--- src/hw/rtl/morse_key_timing_decoder_macros.svh ---
// assertion helpers for the morse key timing decoder
`ifndef MORSE_KEY_TIMING_DECODER_MACROS_SVH
`define MORSE_KEY_TIMING_DECODER_MACROS_SVH

// consequence must hold in the same cycle as the antecedent
`define MKTD_ASSERT_NOW(label, ante, cons, msg) \
   label: assert property (@(posedge clock) disable iff (reset) (ante) |-> (cons)) \
      else $error(msg);

// consequence must hold in the cycle after the antecedent
`define MKTD_ASSERT_NEXT(label, ante, cons, msg) \
   label: assert property (@(posedge clock) disable iff (reset) (ante) |=> (cons)) \
      else $error(msg);

`endif

--- src/hw/rtl/mktd_pkg.sv ---
package mktd_pkg;

   // counter width default and the width of the timeout product
   localparam int COUNT_WIDTH_DEFAULT = 18;
   localparam int UNIT_WIDTH          = 12;
   localparam int GLITCH_WIDTH        = 8;
   localparam int TIMEOUT_WIDTH       = 6;
   localparam int PROD_WIDTH          = UNIT_WIDTH + TIMEOUT_WIDTH;

   // register reset values
   localparam logic [UNIT_WIDTH-1:0]    UNIT_TICKS_RESET    = 12'd100;
   localparam logic [GLITCH_WIDTH-1:0]  GLITCH_TICKS_RESET  = 8'd25;
   localparam logic [TIMEOUT_WIDTH-1:0] TIMEOUT_UNITS_RESET = 6'd10;

   // csr bus geometry
   localparam int CSR_ADDR_WIDTH = 4;
   localparam int CSR_DATA_WIDTH = 32;

   // cut-offs as cross-multiples: 0.3 unit is 10*d >= 3*u, 1.5 unit is 2*d > 3*u
   localparam int SHORT_RUN_SCALE = 10;
   localparam int UNIT_SCALE      = 3;
   localparam int LONG_RUN_SCALE  = 2;
   localparam int WORD_GAP_UNITS  = 4;

   // stream widths
   localparam int REQ_DATA_WIDTH = 8;
   localparam int RSP_DATA_WIDTH = 8;

   typedef enum logic [1:0] {
      REG_UNIT_TICKS    = 2'd0,
      REG_GLITCH_TICKS  = 2'd1,
      REG_TIMEOUT_UNITS = 2'd2
   } reg_idx_type;

   typedef enum logic [1:0] {
      SYM_DOT    = 2'd0,
      SYM_DASH   = 2'd1,
      SYM_LETTER = 2'd2,
      SYM_WORD   = 2'd3
   } sym_type;

   typedef struct packed {
      logic [UNIT_WIDTH-1:0]    unit_ticks;
      logic [GLITCH_WIDTH-1:0]  glitch_ticks;
      logic [TIMEOUT_WIDTH-1:0] timeout_units;
   } cfg_type;

   typedef struct packed {
      logic    symbol_valid;
      sym_type symbol;
      logic    message_done;
   } rsp_type;

   typedef struct packed {
      logic started;
      logic step;
   } core_status_type;

endpackage

--- src/hw/rtl/mktd_csr.sv ---
module mktd_csr (
   input  logic                                  clock,
   input  logic                                  reset,
   input  logic                                  csr_psel,
   input  logic                                  csr_penable,
   input  logic                                  csr_pwrite,
   input  logic [mktd_pkg::CSR_ADDR_WIDTH-1:0]   csr_paddr,
   input  logic [mktd_pkg::CSR_DATA_WIDTH-1:0]   csr_pwdata,
   output logic [mktd_pkg::CSR_DATA_WIDTH-1:0]   csr_prdata,
   output logic                                  csr_pready,
   output mktd_pkg::cfg_type                     cfg
);

   mktd_pkg::cfg_type     cfg_ff;
   mktd_pkg::cfg_type     cfg_in;
   mktd_pkg::reg_idx_type reg_idx;
   logic                  write_en;

   assign csr_pready = 1'b1;
   assign reg_idx    = mktd_pkg::reg_idx_type'(csr_paddr[3:2]);
   assign write_en   = csr_psel && csr_penable && csr_pwrite && csr_pready;
   assign cfg        = cfg_ff;

   // register write decode
   always_comb begin
      cfg_in = cfg_ff;
      if (write_en) begin
         unique case (reg_idx)
            mktd_pkg::REG_UNIT_TICKS: begin
               cfg_in.unit_ticks = csr_pwdata[mktd_pkg::UNIT_WIDTH-1:0];
            end
            mktd_pkg::REG_GLITCH_TICKS: begin
               cfg_in.glitch_ticks = csr_pwdata[mktd_pkg::GLITCH_WIDTH-1:0];
            end
            mktd_pkg::REG_TIMEOUT_UNITS: begin
               cfg_in.timeout_units = csr_pwdata[mktd_pkg::TIMEOUT_WIDTH-1:0];
            end
            default: begin
               cfg_in = cfg_ff;
            end
         endcase
      end
   end

   // read mux
   always_comb begin
      unique case (reg_idx)
         mktd_pkg::REG_UNIT_TICKS: begin
            csr_prdata = mktd_pkg::CSR_DATA_WIDTH'(cfg_ff.unit_ticks);
         end
         mktd_pkg::REG_GLITCH_TICKS: begin
            csr_prdata = mktd_pkg::CSR_DATA_WIDTH'(cfg_ff.glitch_ticks);
         end
         mktd_pkg::REG_TIMEOUT_UNITS: begin
            csr_prdata = mktd_pkg::CSR_DATA_WIDTH'(cfg_ff.timeout_units);
         end
         default: begin
            csr_prdata = '0;
         end
      endcase
   end

   always_ff @(posedge clock) begin
      if (reset) begin
         cfg_ff.unit_ticks    <= mktd_pkg::UNIT_TICKS_RESET;
         cfg_ff.glitch_ticks  <= mktd_pkg::GLITCH_TICKS_RESET;
         cfg_ff.timeout_units <= mktd_pkg::TIMEOUT_UNITS_RESET;
      end else begin
         cfg_ff <= cfg_in;
      end
   end

endmodule

--- src/hw/rtl/mktd_core.sv ---
module mktd_core #(
   parameter int COUNT_WIDTH = mktd_pkg::COUNT_WIDTH_DEFAULT
) (
   input  logic                        clock,
   input  logic                        reset,
   input  mktd_pkg::cfg_type           cfg,
   input  logic                        step,
   input  logic                        level,
   output mktd_pkg::rsp_type           result,
   output mktd_pkg::core_status_type   status
);

   // compare width covers 10*d as well as 3*u and 4*u
   localparam int CMP_WIDTH  = COUNT_WIDTH + 4;
   localparam int DONE_WIDTH = (COUNT_WIDTH > mktd_pkg::PROD_WIDTH) ?
                               COUNT_WIDTH : mktd_pkg::PROD_WIDTH;
   localparam logic [COUNT_WIDTH-1:0] COUNT_MAX = '1;

   logic                             started_ff, started_in;
   logic                             prev_level_ff, prev_level_in;
   logic [COUNT_WIDTH-1:0]           run_ticks_ff, run_ticks_in;
   logic [COUNT_WIDTH-1:0]           elapsed;
   logic [CMP_WIDTH-1:0]             d_wide, u_wide;
   logic                             past_short, is_long, is_word, past_glitch;
   logic [mktd_pkg::PROD_WIDTH-1:0]  timeout_ticks;

   // saturating run length including this tick
   assign elapsed = (run_ticks_ff == COUNT_MAX) ? run_ticks_ff : run_ticks_ff + 1'b1;

   // cut-off compares as integer cross-multiples
   assign d_wide      = CMP_WIDTH'(elapsed);
   assign u_wide      = CMP_WIDTH'(cfg.unit_ticks);
   assign past_short  = (d_wide * CMP_WIDTH'(mktd_pkg::SHORT_RUN_SCALE)) >=
                        (u_wide * CMP_WIDTH'(mktd_pkg::UNIT_SCALE));
   assign is_long     = (d_wide * CMP_WIDTH'(mktd_pkg::LONG_RUN_SCALE)) >
                        (u_wide * CMP_WIDTH'(mktd_pkg::UNIT_SCALE));
   assign is_word     = d_wide > (u_wide * CMP_WIDTH'(mktd_pkg::WORD_GAP_UNITS));
   assign past_glitch = elapsed > COUNT_WIDTH'(cfg.glitch_ticks);

   assign timeout_ticks = mktd_pkg::PROD_WIDTH'(cfg.timeout_units) *
                          mktd_pkg::PROD_WIDTH'(cfg.unit_ticks);

   // run tracking and classification of the run that ends
   always_comb begin
      started_in          = started_ff;
      prev_level_in       = prev_level_ff;
      run_ticks_in        = run_ticks_ff;
      result.symbol_valid = 1'b0;
      result.symbol       = mktd_pkg::SYM_DOT;
      if (step) begin
         if (!started_ff) begin
            if (level) begin
               started_in    = 1'b1;
               prev_level_in = 1'b1;
               run_ticks_in  = '0;
            end
         end else if (level != prev_level_ff) begin
            if (past_glitch && past_short) begin
               if (prev_level_ff) begin
                  result.symbol_valid = 1'b1;
                  result.symbol       = is_long ? mktd_pkg::SYM_DASH : mktd_pkg::SYM_DOT;
               end else if (is_long) begin
                  result.symbol_valid = 1'b1;
                  result.symbol       = is_word ? mktd_pkg::SYM_WORD : mktd_pkg::SYM_LETTER;
               end
            end
            prev_level_in = level;
            run_ticks_in  = '0;
         end else begin
            run_ticks_in = elapsed;
         end
      end
      result.message_done = started_in &&
                            (DONE_WIDTH'(run_ticks_in) >= DONE_WIDTH'(timeout_ticks));
   end

   assign status.started = started_ff;
   assign status.step    = step;

   always_ff @(posedge clock) begin
      if (reset) begin
         started_ff    <= 1'b0;
         prev_level_ff <= 1'b0;
         run_ticks_ff  <= '0;
      end else begin
         started_ff    <= started_in;
         prev_level_ff <= prev_level_in;
         run_ticks_ff  <= run_ticks_in;
      end
   end

endmodule

--- src/hw/rtl/mktd_out_stage.sv ---
module mktd_out_stage (
   input  logic               clock,
   input  logic               reset,
   input  logic               push,
   input  mktd_pkg::rsp_type  push_data,
   output logic               push_ready,
   output logic               out_valid,
   input  logic               out_ready,
   output mktd_pkg::rsp_type  out_data
);

   logic              main_valid_ff, main_valid_in;
   logic              skid_valid_ff, skid_valid_in;
   mktd_pkg::rsp_type main_ff, main_in;
   mktd_pkg::rsp_type skid_ff, skid_in;

   assign push_ready = !skid_valid_ff;
   assign out_valid  = main_valid_ff;
   assign out_data   = main_ff;

   // output register with a skid entry behind it
   always_comb begin
      main_valid_in = main_valid_ff;
      skid_valid_in = skid_valid_ff;
      main_in       = main_ff;
      skid_in       = skid_ff;
      if (!main_valid_ff || out_ready) begin
         main_valid_in = skid_valid_ff || push;
         main_in       = skid_valid_ff ? skid_ff : push_data;
         skid_valid_in = 1'b0;
      end else if (push) begin
         skid_valid_in = 1'b1;
         skid_in       = push_data;
      end
   end

   always_ff @(posedge clock) begin
      if (reset) begin
         main_valid_ff <= 1'b0;
         skid_valid_ff <= 1'b0;
      end else begin
         main_valid_ff <= main_valid_in;
         skid_valid_ff <= skid_valid_in;
      end
      main_ff <= main_in;
      skid_ff <= skid_in;
   end

endmodule

--- src/hw/rtl/morse_key_timing_decoder.sv ---
// Morse key timing decoder. One sampled key level enters per transfer on the req
// stream and exactly one result leaves on the rsp stream for each. The block accepts
// one item every cycle: the run counter and its cut-off compares are combinational,
// so only the rsp side stalling slows it. An item sits in the input register, is
// classified by the core into the output register (or the skid entry while the
// output is held) and leaves from there; the skid entry lets the input take one
// more item after rsp_tready drops. The user must write configuration over the csr
// port only while no items are in flight; the block itself does not enforce it.
`include "morse_key_timing_decoder_macros.svh"

module morse_key_timing_decoder #(
   parameter int COUNT_WIDTH = mktd_pkg::COUNT_WIDTH_DEFAULT
) (
   input  logic                                  clock,
   input  logic                                  reset,
   // req_tdata: [0] level, upper bits zero
   input  logic                                  req_tvalid,
   output logic                                  req_tready,
   input  logic [mktd_pkg::REQ_DATA_WIDTH-1:0]   req_tdata,
   // rsp_tdata: [1:0] symbol, [2] message_done, upper bits zero
   output logic                                  rsp_tvalid,
   input  logic                                  rsp_tready,
   output logic [mktd_pkg::RSP_DATA_WIDTH-1:0]   rsp_tdata,
   // rsp_tuser: [0] symbol_valid
   output logic                                  rsp_tuser,
   input  logic                                  csr_psel,
   input  logic                                  csr_penable,
   input  logic                                  csr_pwrite,
   input  logic [mktd_pkg::CSR_ADDR_WIDTH-1:0]   csr_paddr,
   input  logic [mktd_pkg::CSR_DATA_WIDTH-1:0]   csr_pwdata,
   output logic [mktd_pkg::CSR_DATA_WIDTH-1:0]   csr_prdata,
   output logic                                  csr_pready
);

   mktd_pkg::cfg_type         cfg;
   mktd_pkg::rsp_type         core_result;
   mktd_pkg::rsp_type         out_data;
   mktd_pkg::core_status_type core_status;
   logic                      in_valid_ff, in_valid_in;
   logic                      in_level_ff, in_level_in;
   logic                      stage_ready;
   logic                      advance;

   // input register
   assign advance    = in_valid_ff && stage_ready;
   assign req_tready = !in_valid_ff || stage_ready;

   always_comb begin
      in_valid_in = in_valid_ff;
      in_level_in = in_level_ff;
      if (req_tready) begin
         in_valid_in = req_tvalid;
         in_level_in = req_tdata[0];
      end
   end

   always_ff @(posedge clock) begin
      if (reset) begin
         in_valid_ff <= 1'b0;
      end else begin
         in_valid_ff <= in_valid_in;
      end
      in_level_ff <= in_level_in;
   end

   mktd_csr u_csr (
      .clock       (clock),
      .reset       (reset),
      .csr_psel    (csr_psel),
      .csr_penable (csr_penable),
      .csr_pwrite  (csr_pwrite),
      .csr_paddr   (csr_paddr),
      .csr_pwdata  (csr_pwdata),
      .csr_prdata  (csr_prdata),
      .csr_pready  (csr_pready),
      .cfg         (cfg)
   );

   mktd_core #(
      .COUNT_WIDTH (COUNT_WIDTH)
   ) u_core (
      .clock  (clock),
      .reset  (reset),
      .cfg    (cfg),
      .step   (advance),
      .level  (in_level_ff),
      .result (core_result),
      .status (core_status)
   );

   mktd_out_stage u_out_stage (
      .clock      (clock),
      .reset      (reset),
      .push       (advance),
      .push_data  (core_result),
      .push_ready (stage_ready),
      .out_valid  (rsp_tvalid),
      .out_ready  (rsp_tready),
      .out_data   (out_data)
   );

   // result packing
   assign rsp_tuser = out_data.symbol_valid;
   assign rsp_tdata = mktd_pkg::RSP_DATA_WIDTH'({out_data.message_done, out_data.symbol});

   // checks
   `MKTD_ASSERT_NOW(a_idle_symbol_zero, rsp_tvalid && !rsp_tuser, rsp_tdata[1:0] == mktd_pkg::SYM_DOT, "symbol not zero without a decode")
   `MKTD_ASSERT_NEXT(a_started_sticks, core_status.started, core_status.started, "decoder left the started state")
   `MKTD_ASSERT_NEXT(a_done_needs_start, core_status.step && core_result.message_done, core_status.started, "message done before the first mark")
   `MKTD_ASSERT_NOW(a_symbol_needs_start, core_status.step && core_result.symbol_valid, core_status.started, "symbol decoded before the first mark")

endmodule
--- config.mk ---
export PLATFORM = sky130hd
export DESIGN_NAME = morse_key_timing_decoder
export DESIGN_NICKNAME = d
export VERILOG_FILES = /design/src/hw/rtl/mktd_pkg.sv /design/src/hw/rtl/mktd_csr.sv /design/src/hw/rtl/mktd_core.sv /design/src/hw/rtl/mktd_out_stage.sv /design/src/hw/rtl/morse_key_timing_decoder.sv
export VERILOG_INCLUDE_DIRS = /design/src /design/src/hw/rtl
export SDC_FILE = /design/constraint.sdc
export NUM_CORES = 1
export LEC_CHECK = 0
export ABC_AREA = 1
export BUFFER_PORTS_ARGS = -buffer_cell sky130_fd_sc_hd__clkbuf_2
export CORE_ASPECT_RATIO = 1.4
export CORE_MARGIN = 2
export CORE_UTILIZATION = 45
export CTS_CLUSTER_DIAMETER = 120
export CTS_CLUSTER_SIZE = 10
export DETAILED_ROUTE_END_ITERATION = 6
export GPL_TIMING_DRIVEN = 0
export PLACE_DENSITY = 0.62
export SYNTH_ARGS = -nofsm -noshare
export SYNTH_HDL_FRONTEND = slang
export SYNTH_SLANG_ARGS = --single-unit
--- constraint.sdc ---
create_clock -name clock -period 9.2 [get_ports clock]
set_input_delay 1.38 -clock clock [delete_from_list [all_inputs] [get_ports clock]]
set_output_delay 1.38 -clock clock [all_outputs]
set_load 0.01 [all_outputs]
==> metrics.yaml, run 1 <==
outcome: "finished, final reports clean"
grt-ovfl-total: 0
fp.coreArea_um2: 18700
wl_um: 22700
area_growth_pct: 10.6
dieHeight_um: 168
timing.setup.tns_ns: 0
grt_max_degree: 12
synth-seq-cells: 58
ys_types: 46
grt_pass1_wl_um: 37900
yosys.area.top_type: "ha_1"
seq_area_um2: 1250
gr-usage-all-layers: 0.232
endpoint_kind: "flip-flop"
multi_input_area_um2: 6270
hpwl_um: 19300
fin_skew_ns: 0.00936
final_cells: 1597
drtIter0Drc: 390
rsz0062_at_grt: "no"
slew_viol_final: 0
cts_resized: 0
p_leak_nw: 5.59
clk_latency_ns: 0.33
ir_drop_mv: 0.0638
timing.max_cap.violations: 0
cts.clk_slew.worst_paths_ns: 0.05
clock_path_buffers: 2
htreeDepth: 3
worstPathRequired_ns: 9.37
holdBufCountCts: 0
finalSetupViolations: 0
synth_edf_count: 9
numCtsBuffers: 9
synth_area_leaders: "ha_1 (19%), nand2_1 (15%), dfxtp_1 (11%)"
cts_setup_buffers: 0
grt_pass1_vias: 8060
async_flop_share: 0
netlist_area_um2: 8620
synth_flop_cell: "dfxtp_1"
num_antenna_cells: 0
initial_core_util: 0.462
final_nets: 1571
cts_tree: "done"
period_needed_ns: 5.78
worstMarginPinSlew_ns: 0.918
drt_pre_antenna_iters: 4
drc_errors: 0
design.die.area_um2: 20300
clkSinkCount: 58
synth_top_cell_area_share: 0.187
ant_nets: 0
dpl.cell_count: 1581
boundaryPins: 95
cp_max_fo: 10
port_buffers: 39
routedWlPerCell_um: 14.2
cts_root_buf: "clkbuf_16"
syn_area_per_cell_um2: 6.77
vias: 7969
nFillCells: 1965
antenna_found_initial: 0
yosysSeqAreaShare: 0.145
clock.fmax_mhz: 173
min_path_type: "reg -> reg"
place_congestion: 0.925
die_w_um: 121
finalHoldViolations: 0
rows: 59
post-route-period-util: 0.628
startpoint_type: "flip-flop"
worstSetupPathType: "reg -> reg"
routed_via_density: 4.99
slew_headroom: 0.383
cellPowerDensity_nw_per_um2: 80.7
cp_data_arrival_time_ns: 5.95
ys_warn_count: 0
synthCells: 1274
layout-drive-gt1-share: 0.0894
==> cell usage after synthesis, types with 6 or more instances <==
cell type,number
a21oi_1,92
a31oi_1,6
buf_4,26
clkbuf_1,18
dfxtp_1,49
edfxtp_1,9
fa_1,43
ha_1,129
inv_1,243
nand2_1,335
nand2_2,7
nand2_4,6
nand3_1,48
nand3_2,9
nand4_1,13
nor2_1,89
nor3_1,12
o211ai_1,9
o21ai_0,34
o221ai_1,6
xnor2_1,18
xor2_1,27
==> sequential cells by signal, summed over array words and instances (netlist names) <==
register,flops
u_out_stage.out_valid,1
u_out_stage.skid_valid_ff,1
in_valid_ff,1
u_core.prev_level_ff,1
u_core.started_ff,1
u_core.run_ticks_ff,18
u_csr.cfg,26
u_out_stage.skid_ff,4
in_level_ff,1
u_out_stage.out_data,4
==> layout make-up <==
type / instances / share of cell area
clock inverters: 3 / 0.00459
well taps: 244 / 0.0320
inverters: 244 / 0.0960
multi-input cells: 950 / 0.657
flip-flops and latches: 58 / 0.131
plain buffers: 46 / 0.0292
clock buffers: 13 / 0.0295
repair buffers: 39 / 0.0205
==> worst paths after layout <==
kind	startpoint	depth (start not counted)	endpoint	slack, ns
min reg2reg	in_valid_ff$_SDFFE_PP0P_	2	u_out_stage.skid_valid_ff$_SDFFE_PP0P_	0.50
max	u_csr.cfg[5]$_SDFFE_PP0P_	22	u_out_stage.out_data[0]$_DFFE_PP_	3.42
min	in_valid_ff$_SDFFE_PP0P_	2	u_out_stage.skid_valid_ff$_SDFFE_PP0P_	0.50
max reg2reg	u_csr.cfg[5]$_SDFFE_PP0P_	22	u_out_stage.out_data[0]$_DFFE_PP_	3.42
==> placed cells by master (no fill, tap or decap), types with 27 or more instances in the layout <==
master    Yosys  layout
nand2_1     335     335
dfxtp_1      49      49
xor2_1       27      27
fa_1         43      43
o21ai_0      34      34
a21oi_1      92      92
clkbuf_2      0      39
inv_1       243     243
nor2_1       89      89
nand3_1      48      48
ha_1        129     129
==> worst max-delay path, stage by stage, from the launching register on <==
cell and delay, ns:
dfxtp_1 0.43, clkbuf_1 0.49, nand2_1 0.17, fa_1 0.56
fa_1 0.52, fa_1 0.54, inv_1 0.04, ha_1 0.34
nand3b_1 0.11, nand2_1 0.11, a21o_1 0.20, a31oi_1 0.24
o21ai_0 0.19, nand2_1 0.09, nand2_1 0.06, xnor2_1 0.12
ha_1 0.32, nand2_1 0.10, nor4_1 0.42, o211ai_1 0.17
nand4_1 0.17, nand2_1 0.08, o21ai_0 0.15
==> power breakdown <==
part           total, W  leakage [nW]  internal, W  switching [W]
clock network  0.000364         0.158     0.000241       0.000123
registers      0.000268         0.492     0.000262     0.00000607
logic          0.000138          4.94    0.0000529      0.0000852
==> metal layers <==
layer	vias up	GRT usage	share of wire	routed length, um
met2	104	0.450	0.54	12200
met3	41	0.0132	0.018	418
met4	0	0.0905	0.032	737
met1	3681	0.259	0.41	9410
li1	4143	-	-	-
met5	-	0	0	0
==> metrics by stage <==
step / cell area, um2 / utilization / hold WS (ns) / setup slack [ns] / total power (W)
after floorplan: 8710 / - / 0.455 / 4.32 / 0.000374
after global placement: 9220 / 0.493 / 0.484 / 3.38 / 0.000410
after detailed placement: 9220 / 0.493 / 0.491 / 3.31 / 0.000412
after CTS: 9540 / 0.511 / 0.499 / 3.28 / 0.000774
after global routing: 9540 / 0.511 / 0.543 / 2.94 / 0.000807
final: 9540 / 0.511 / 0.498 / 3.42 / 0.000770
==> logic make-up after synthesis <==
kind of cell / count (synthesis) / synth area share
simple gates: 538 / 0.272
buf+inv: 290 / 0.139
fa+ha+maj: 172 / 0.287
compound gates: 169 / 0.111
flops: 58 / 0.145
xor+xnor: 45 / 0.0457
other cells: 2 / 0.000871
No activity file was read; power rests on OpenSTA's default activity.
==> run 2, diff against run 1 <==
--- a/config.mk
+++ b/config.mk
@@ -15,7 +15,7 @@
 export CTS_CLUSTER_SIZE = 10
 export DETAILED_ROUTE_END_ITERATION = 6
 export GPL_TIMING_DRIVEN = 0
-export PLACE_DENSITY = 0.62
+export PLACE_DENSITY = 0.64
 export SYNTH_ARGS = -nofsm -noshare
 export SYNTH_HDL_FRONTEND = slang
 export SYNTH_SLANG_ARGS = --single-unit
==> constraint.sdc (replaced) <==
create_clock -name clock -period 5.1 [get_ports clock]
set_input_delay 0.765 -clock clock [delete_from_list [all_inputs] [get_ports clock]]
set_output_delay 0.765 -clock clock [all_outputs]
set_load 0.01 [all_outputs]
==> run 2 against run 1 <==
Against the previous run:
- sequential cell count stayed put
- global-route usage decreased by 0.68 points
- routed wire length decreased by 0.53%
- utilization grew 3.4 points
- clock power rose by 74%
- count of clock-buffer cells in the layout is the same
- worst setup slack lost 3.2 ns
- final area is 6.7% higher
- final cell count up 2.3%
- via count is 3.0% higher
- largest cell class unchanged
- maximum frequency increased by 19%
- die area stayed put
==> metrics.yaml, run 2 (synthesized netlist as in run 1, its figures left out) <==
die_w_um: 121  # unchanged
cp_max_fo: 7  # -3
mostFrequentLayoutCells: "nand2_1 (329), inv_1 (233), ha_1 (121)"
timing.setup.tns_ns: 0  # unchanged
initial_core_util: 0.462  # unchanged
endpoint_kind: "flip-flop"
grt_pass1_vias: 7860  # -2.5%
cts.clk_slew.worst_paths_ns: 0.05  # about the same
htreeDepth: 3  # unchanged
worstPathRequired_ns: 5.29  # -4.08 ns
grt_max_degree: 15  # +3
utilization: 0.545  # +0.0342
place_congestion: 0.928  # +0.35%
ant_nets: 0  # unchanged
clock_path_buffers: 2  # unchanged
slew_headroom: 0.574  # +0.190
routed_via_density: 5.03  # +0.78%
largest_reg_flops: 26  # unchanged
finalSetupViolations: 0  # unchanged
period_needed_ns: 4.87  # -0.912 ns
min_path_type: "reg -> reg"
finalHoldViolations: 0  # unchanged
gr-usage-all-layers: 0.225  # -0.00677
cellPowerDensity_nw_per_um2: 138  # +71%
wl_um: 22600  # -0.53%
fp.coreArea_um2: 18700  # unchanged
final_cells: 1633  # +2.3%
final_nets: 1607  # +2.3%
worstMarginPinSlew_ns: 0.633  # -0.286 ns
seq_area_um2: 1330  # +6.1%
p_leak_nw: 5.82  # +4.0%
rows: 59  # unchanged
antenna_found_initial: 0  # unchanged
timing.rr.start: "u_csr.cfg[0]$_SDFFE_PP0P_"
cts_root_buf: "clkbuf_16"
min_to: "u_csr.cfg[13]$_SDFFE_PP0P_"
clkSinkCount: 58  # unchanged
r2r_cells: 24  # +9.1%
layout-drive-gt1-share: 0.166  # +0.0762
nFillCells: 1857  # -5.5%
crit_path_top_delay_cell: "fa_1"
design.die.area_um2: 20300  # unchanged
grt_pass1_wl_um: 36800  # -2.8%
path_buf_inv: 4  # +2
fin_skew_ns: 0.00857  # -0.000787 ns
slew_viol_final: 0  # unchanged
post_dp_cell_area_um2: 9220  # unchanged
dpl.cell_count: 1581  # unchanged
clock.fmax_mhz: 205  # +19%
routedWlPerCell_um: 13.9  # -2.7%
vias: 8212  # +3.0%
outcome: "finished, final reports clean"
boundaryPins: 95  # unchanged
post-route-period-util: 0.954  # +0.326
area_growth_pct: 18.0
startpoint_type: "flip-flop"
num_antenna_cells: 0  # unchanged
hpwl_um: 18700  # -3.0%
drtIter0Drc: 407  # +4.4%
worstSetupPathType: "reg -> reg"
drt_pre_antenna_iters: 5  # +1
timing.max_cap.violations: 0  # unchanged
port_buffers: 39  # unchanged
final_common_cell: "nand2_1"
clk_latency_ns: 0.33  # about the same
numCtsBuffers: 9  # unchanged
final_area_um2: 10200  # +6.7%
dieHeight_um: 168  # unchanged
slowest_delay_ns: 0.54  # -0.02 ns
drc_errors: 0  # unchanged
r2r-end: "u_out_stage.out_data[0]$_DFFE_PP_"
cts_tree: "done"
multi_input_area_um2: 6520  # +4.1%
cp_data_arrival_time_ns: 5.06  # -0.89 ns
worst_hold_path.num_cells: 2  # unchanged
critPathTopFamily: "adder cells"
timing.hold.ws_ns: 0.498  # +0.000395 ns
crit_path_cell_trace: "buf_4 > nand2_1 > inv_1 > fa_1 > fa_1 > inv_1 > fa_1 > inv_2 > ha_4 > a21oi_2 > o21ai_1 > a21o_1 > a31oi_4 > o21ai_2 > nand2_1 > nand2_2 > xnor2_2 > ha_1 > nand2_2 > nor4_4 > o211ai_1 > nand4_1 > nand2_1 > o21ai_1"
grt-ovfl-total: 0  # unchanged
hp-start: "u_csr.cfg[13]$_SDFFE_PP0P_"
ir_drop_mv: 0.142  # +120%
regToRegSetupSlack_ns: 0.23  # -3.19 ns
==> run 2: changes by cell type in the layout (fill, tap and decap cells not counted), moves of 7 or more <==
cell / before / now
buf_4: 26 / 66
dfxtp_1: 49 / 22
dfxtp_2: 0 / 10
dfxtp_4: 0 / 17
ha_1: 129 / 121
ha_4: 0 / 7
inv_1: 243 / 233
inv_2: 1 / 10
==> run 2: layout make-up <==
| type | count | share of cell area |
|---|---|---|
| Multi-Input combinational cell | 950 | 0.641 |
| Sequential cell | 58 | 0.130 |
| Inverter | 244 | 0.0902 |
| Timing Repair Buffer | 79 | 0.0487 |
| Tap cell | 244 | 0.0300 |
| Buffer | 42 | 0.0299 |
| Clock buffer | 13 | 0.0236 |
| Clock inverter | 3 | 0.00639 |
==> run 2: how the worst max path moves through the flow <==
stage | end | cells past startpoint | slack (ns) | startpoint
after floorplan | u_out_stage.out_data[0]$_DFFE_PP_ | 24 | 0.22 | u_csr.cfg[4]$_SDFFE_PP0P_
after global placement | u_out_stage.out_data[0]$_DFFE_PP_ | 24 | -0.62 | u_csr.cfg[5]$_SDFFE_PP0P_
after detailed placement | u_out_stage.out_data[0]$_DFFE_PP_ | 24 | -0.64 | u_csr.cfg[3]$_SDFFE_PP1P_
after CTS | u_out_stage.out_data[0]$_DFFE_PP_ | 24 | 0.006 | u_csr.cfg[15]$_SDFFE_PP0P_
after global routing | u_out_stage.out_data[2]$_DFFE_PP_ | 26 | -0.04 | u_core.run_ticks_ff[1]$_SDFF_PP0_
final | u_out_stage.out_data[0]$_DFFE_PP_ | 24 | 0.23 | u_csr.cfg[0]$_SDFFE_PP0P_
==> run 2: per-layer routing <==
| layer | vias to the layer above | track usage | wire [um] |
|---|---|---|---|
| met4 | 0 | 0.0774 | 600 |
| met2 | 132 | 0.435 | 12100 |
| met1 | 3816 | 0.256 | 9300 |
| met5 | - | 0 | 0 |
| li1 | 4227 | - | - |
| met3 | 37 | 0.0156 | 675 |
==> run 2: per-stage QoR <==
stage	power, W	worst slack (ns)
2_1_floorplan	0.000674	0.220
3_5_place_dp	0.000741	-0.638
4_1_cts	0.00137	0.00622
5_1_grt	0.00147	-0.0383
3_3_place_gp	0.000739	-0.622
6_report	0.00140	0.233
==> run 2: worst register-to-register path, stage by stage (launching register included) <==
cell and delay [ns]:
dfxtp_4 0.37, buf_4 0.14, nand2_1 0.05, inv_1 0.05, fa_1 0.51, fa_1 0.54, inv_1 0.04, fa_1 0.51
inv_2 0.06, ha_4 0.25, a21oi_2 0.11, o21ai_1 0.07, a21o_1 0.21, a31oi_4 0.23, o21ai_2 0.10, nand2_1 0.08
nand2_2 0.06, xnor2_2 0.13, ha_1 0.35, nand2_2 0.10, nor4_4 0.29, o211ai_1 0.14, nand4_1 0.12, nand2_1 0.10
o21ai_1 0.13
==> run 2: timing repair <==
item | CTS | global route
hold buffers | 0 | 0
pin swaps | 1 | 43
buffers inserted | 0 | 40
gates resized for setup | 43 | 81
endpoints found under the setup margin | 8 | 8
==> run 2: power by group <==
group | leakage [nW] | internal [W] | switching [W]
registers | 0.506 | 0.000466 | 0.0000113
clock network | 0.148 | 0.000427 | 0.000208
logic | 5.16 | 0.000123 | 0.000169
total | 5.82 | 0.00102 | 0.000388
